--- src/cicd_pkg.sv ---
// Shared types and constants of the multichannel CIC decimator.
`timescale 1ns / 1ps

package cicd_pkg;

  // Configuration register widths.
  localparam int RATIO_W = 13;
  localparam int DELAY_W = 2;
  localparam int SHIFT_W = 6;

  // Register map, one 32-bit word per register.
  localparam int APB_DATA_W = 32;
  localparam int APB_ADDR_W = 4;

  typedef enum logic [1:0] {
    REG_RATIO = 2'd0,
    REG_DELAY = 2'd1,
    REG_SHIFT = 2'd2
  } reg_idx_t;

  // Delay code that selects the two-frame comb tap.
  localparam logic [DELAY_W-1:0] DELAY_TWO = 2'd2;

  // Depth of the queue between the integrator and comb sections.
  localparam int QDEPTH = 4;
  localparam int QPTR_W = 2;

  // Live configuration seen by both sections.
  typedef struct packed {
    logic [RATIO_W-1:0] ratio;
    logic [DELAY_W-1:0] delay;
    logic [SHIFT_W-1:0] shift;
  } cfg_t;

  // Queue status toward its producer and consumer.
  typedef struct packed {
    logic full;
    logic empty;
  } q_stat_t;

endpackage

--- src/cicd_fifo.sv ---
// Short queue that decouples the integrator and comb sections.
`timescale 1ns / 1ps

module cicd_fifo #(
  parameter int WIDTH = 48
) (
  input  logic              clk,
  input  logic              rst_n,
  input  logic              push,
  input  logic [WIDTH-1:0]  wdata,
  input  logic              pop,
  output logic [WIDTH-1:0]  rdata,
  output cicd_pkg::q_stat_t stat
);

  localparam int CNT_W = cicd_pkg::QPTR_W + 1;

  logic [WIDTH-1:0]            mem_r [cicd_pkg::QDEPTH];
  logic [cicd_pkg::QPTR_W-1:0] wr_ptr_r;
  logic [cicd_pkg::QPTR_W-1:0] rd_ptr_r;
  logic [CNT_W-1:0]            cnt_r;

  assign stat.full  = cnt_r == CNT_W'(cicd_pkg::QDEPTH);
  assign stat.empty = cnt_r == '0;
  assign rdata      = mem_r[rd_ptr_r];

  // Pointers and fill count.
  always_ff @(posedge clk) begin
    if (!rst_n) begin
      wr_ptr_r <= '0;
      rd_ptr_r <= '0;
      cnt_r    <= '0;
    end else begin
      if (push) begin
        wr_ptr_r <= wr_ptr_r + cicd_pkg::QPTR_W'(1);
      end
      if (pop) begin
        rd_ptr_r <= rd_ptr_r + cicd_pkg::QPTR_W'(1);
      end
      if (push && !pop) begin
        cnt_r <= cnt_r + CNT_W'(1);
      end else if (pop && !push) begin
        cnt_r <= cnt_r - CNT_W'(1);
      end
    end
  end

  // Entry storage.
  always_ff @(posedge clk) begin
    if (push) begin
      mem_r[wr_ptr_r] <= wdata;
    end
  end

endmodule

--- config.mk ---
export PLATFORM = sky130hd
export DESIGN_NAME = cicd_fifo
export DESIGN_NICKNAME = d
export VERILOG_FILES = /design/src/cicd_pkg.sv /design/src/cicd_fifo.sv
export SDC_FILE = /design/constraint.sdc
export NUM_CORES = 1
export LEC_CHECK = 0
export BUFFER_PORTS_ARGS = -buffer_cell sky130_fd_sc_hd__buf_2
export CAP_MARGIN = 10
export CORE_ASPECT_RATIO = 1.1
export CORE_MARGIN = 2
export CORE_UTILIZATION = 45
export CTS_BUF_LIST = sky130_fd_sc_hd__clkbuf_8
export CTS_CLUSTER_DIAMETER = 60
export DETAILED_ROUTE_END_ITERATION = 12
export MAX_ROUTING_LAYER = met4
export PLACE_DENSITY = 0.77
export RECOVER_POWER = 100
export SYNTH_ARGS = -nofsm -noshare
export SYNTH_HDL_FRONTEND = slang
export SYNTH_SLANG_ARGS = --single-unit
export TNS_END_PERCENT = 5
--- constraint.sdc ---
create_clock -name clk -period 2.9 [get_ports clk]
set_input_delay 0.29 -clock clk [delete_from_list [all_inputs] [get_ports clk]]
set_output_delay 0.29 -clock clk [all_outputs]
set_load 0.05 [all_outputs]
==> qor.yml <==
setup_path:
  worstPathArrival_ps: 2260
  cp_max_fo: 23
  reg2reg_from: "wr_ptr_r[0]"
  setup.worst_path.end_class: "output pin"
  cp.required_ps: 2610
  cp-start-kind: "register"
  crit_type: "register to output pin"
  reg2reg_depth: 3
  rrSetupSlack_ps: 380
  r2r_end: "mem_r[3][25]"
final_layout:
  layout-drive-gt1-share_pct: 25.7
  area_growth_pct: 24.5
  antennaDiodeCount: 0
  regArea_um2: 5950
  n_fill_cell: 1225
  final_common_cell: "edfxtp_1"
  multi_input_area_um2: 1330
  final_cell_mix: "192 x edfxtp_1, 70 x clkbuf_1, 48 x mux4_2, 48 x dlygate4sd3_1, 31 x clkbuf_8"
  fin_util_pct: 56.6
  nets: 530
sta:
  finalCritPeriodShare_pct: 87.9
  fmax_mhz: 392
  worst_pin_slew_ps: 1770
  fin_skew_ps: 13.3
  finalSetupViolations: 0
  relSlewSlack_pct: -18.2
  setup_tns_ps: 0
  rsz0062_at_grt: "false"
  finalHoldViolations: 0
  final_max_slew_viol_count: 81
  fin_crit_ps: 2550
synth:
  synth_compound_area_share_pct: 0.170
  synthAdderAreaFrac_pct: 1.12
  synth-simple-area-share_pct: 1.24
  synth_cell_types: 21
  muxShareOfSynthArea_pct: 15.0
  synthesis.nets: 351
  yosysWarningCount: 0
  syn_avg_cell_area_um2: 25.1
  synth_sequential_area_ratio_pct: 80.7
  ys_seq_elements: 201
  synth_top_family_by_area: "multiplexers"
  synthCells: 293
  syn_area_um2: 7360
  synth-xor-area-share_pct: 0.595
run:
  cap_violations: 4
clocking:
  clkLatencyLatePin_ps: 540
  numCtsBuffers: 31
  clockRootBuffer: "clkbuf_8"
  tritoncts: "done"
  cts.path.max_buffers: 3
  clock_sinks: 201
  cts_max_level: 1
  cts.clk_slew.worst_paths_ps: 60
route:
  via_per_inst: 5.15
  drtIter0Drc: 223
  wl_per_cell_um: 19.5
  ant_nets: 0
  vias: 3596
  wl_um: 13600
  drc: 0
  first_pass_iters: 4
global_routing:
  grtUsageTotal_pct: 16.1
  grt_max_degree: 34
  grt_overflow: 0
  grt_pass1_vias: 3975
  antenna_found_initial: 0
  grt_pass1_wl_um: 21200
floorplanning:
  die_x_um: 126
  start_util_pct: 45.5
  core_um2: 16200
  die_h_um: 138
  ioPinCount: 102
  rows: 49
  fp.dieArea_um2: 17400
run_status:
  violations: "capacitance limit, slew limit"
  outcome: "finished, violations left"
placement:
  io_buffers: 101
  hpwlAfterDp_um: 8030
  routabilityCongestion: 0.688
worst_hold_path:
  whs_path_depth: 2
  hold_path_end: "cnt_r[2]"
  hold_start: "rst_n"
  hold_path_class: "input pin to register"
pwr:
  p_leak_nw: 3.02
  p_per_area_nw_per_um2: 716
  ir_drop_mv: 0.509
flip-flops by register name (all words and copies together) (netlist names), named ones only:
name / cells
cnt_r: 3
mem_r: 192
wr_ptr_r: 2
rd_ptr_r: 2
worst max-delay path: stages (launching register included):
cell      delay [ps]
dfxtp_4          670
buf_12           250
mux4_2           530
clkbuf_2         250
cells by family after synthesis:
logic type      Yosys count
compound gates            2
xor+xnor                  5
fa+ha+maj                 6
buf+inv                  14
flops                   201
mux                      50
simple gates             15
how the worst max path moves through the flow:
stage,startpoint,endpoint,slack [ps],cells past startpoint
6_report,register,rdata[8],350,3
3_3_place_gp,register,rdata[45],870,3
5_1_grt,register,rdata[42],190,3
3_5_place_dp,register,rdata[11],870,3
2_1_floorplan,wr_ptr_r[0],mem_r[2][0],800,3
4_1_cts,register,rdata[8],270,3
stage by stage:
stage	setup slack [ps]	hold WS, ps	power [mW]	std cells	cell area [µm²]
after CTS	274	42.9	6.66	698	9260
after detailed placement	866	508	4.42	595	8200
after floorplan	802	389	4.15	293	7360
after global placement	868	486	4.39	595	8200
after global routing	186	68.8	6.81	698	9170
final	351	87.1	6.56	698	9170
synth_stat cells:
cell / count / share of area (%)
nor3b_1: 1 / 0.10
buf_4: 2 / 0.20
nor2b_1: 2 / 0.17
mux4_2: 48 / 15
and2_1: 9 / 0.76
buf_6: 3 / 0.46
a21boi_0: 1 / 0.10
edfxtp_1: 192 / 78
xnor2_1: 2 / 0.24
nand2_1: 1 / 0.051
fa_1: 1 / 0.27
mux2i_1: 2 / 0.27
or3_1: 1 / 0.085
xor2_1: 3 / 0.36
nor3_1: 1 / 0.068
o21ai_0: 1 / 0.068
inv_1: 4 / 0.20
dfxtp_1: 9 / 2.4
ha_1: 5 / 0.85
buf_2: 3 / 0.20
clkbuf_1: 2 / 0.10
power breakdown:
part / switching [mW] / leakage [nW] / internal [mW]
registers: 0.0665 / 1.84 / 3.33
logic: 0.656 / 0.854 / 0.319
clock network: 1.01 / 0.326 / 1.17
total: 1.74 / 3.02 / 4.82
cell type report:
cell class	count	area share, %
clock buffer	31	4.65
clock inverter	24	1.64
inverter	4	0.164
multi-input combinational	78	14.5
sequential	201	64.9
tap	204	2.78
timing repair buffer	156	11.3
what timing repair did:
item | in CTS | in global routing
setup buffers | 0 | 0
hold buffers | 48 | 0
gates resized for setup | 0 | 0
endpoints found under the hold margin | 192 | 0
routing by layer:
metal	global-route usage, %	part of all wire, %	up-vias
met3	2.71	4.7	26
met2	28.2	55	125
li1	-	-	1598
met1	19.1	39	1847
met4	5.49	2.2	0
met5	-	0	-
Note: power is estimated with default switching activity, not from simulation.
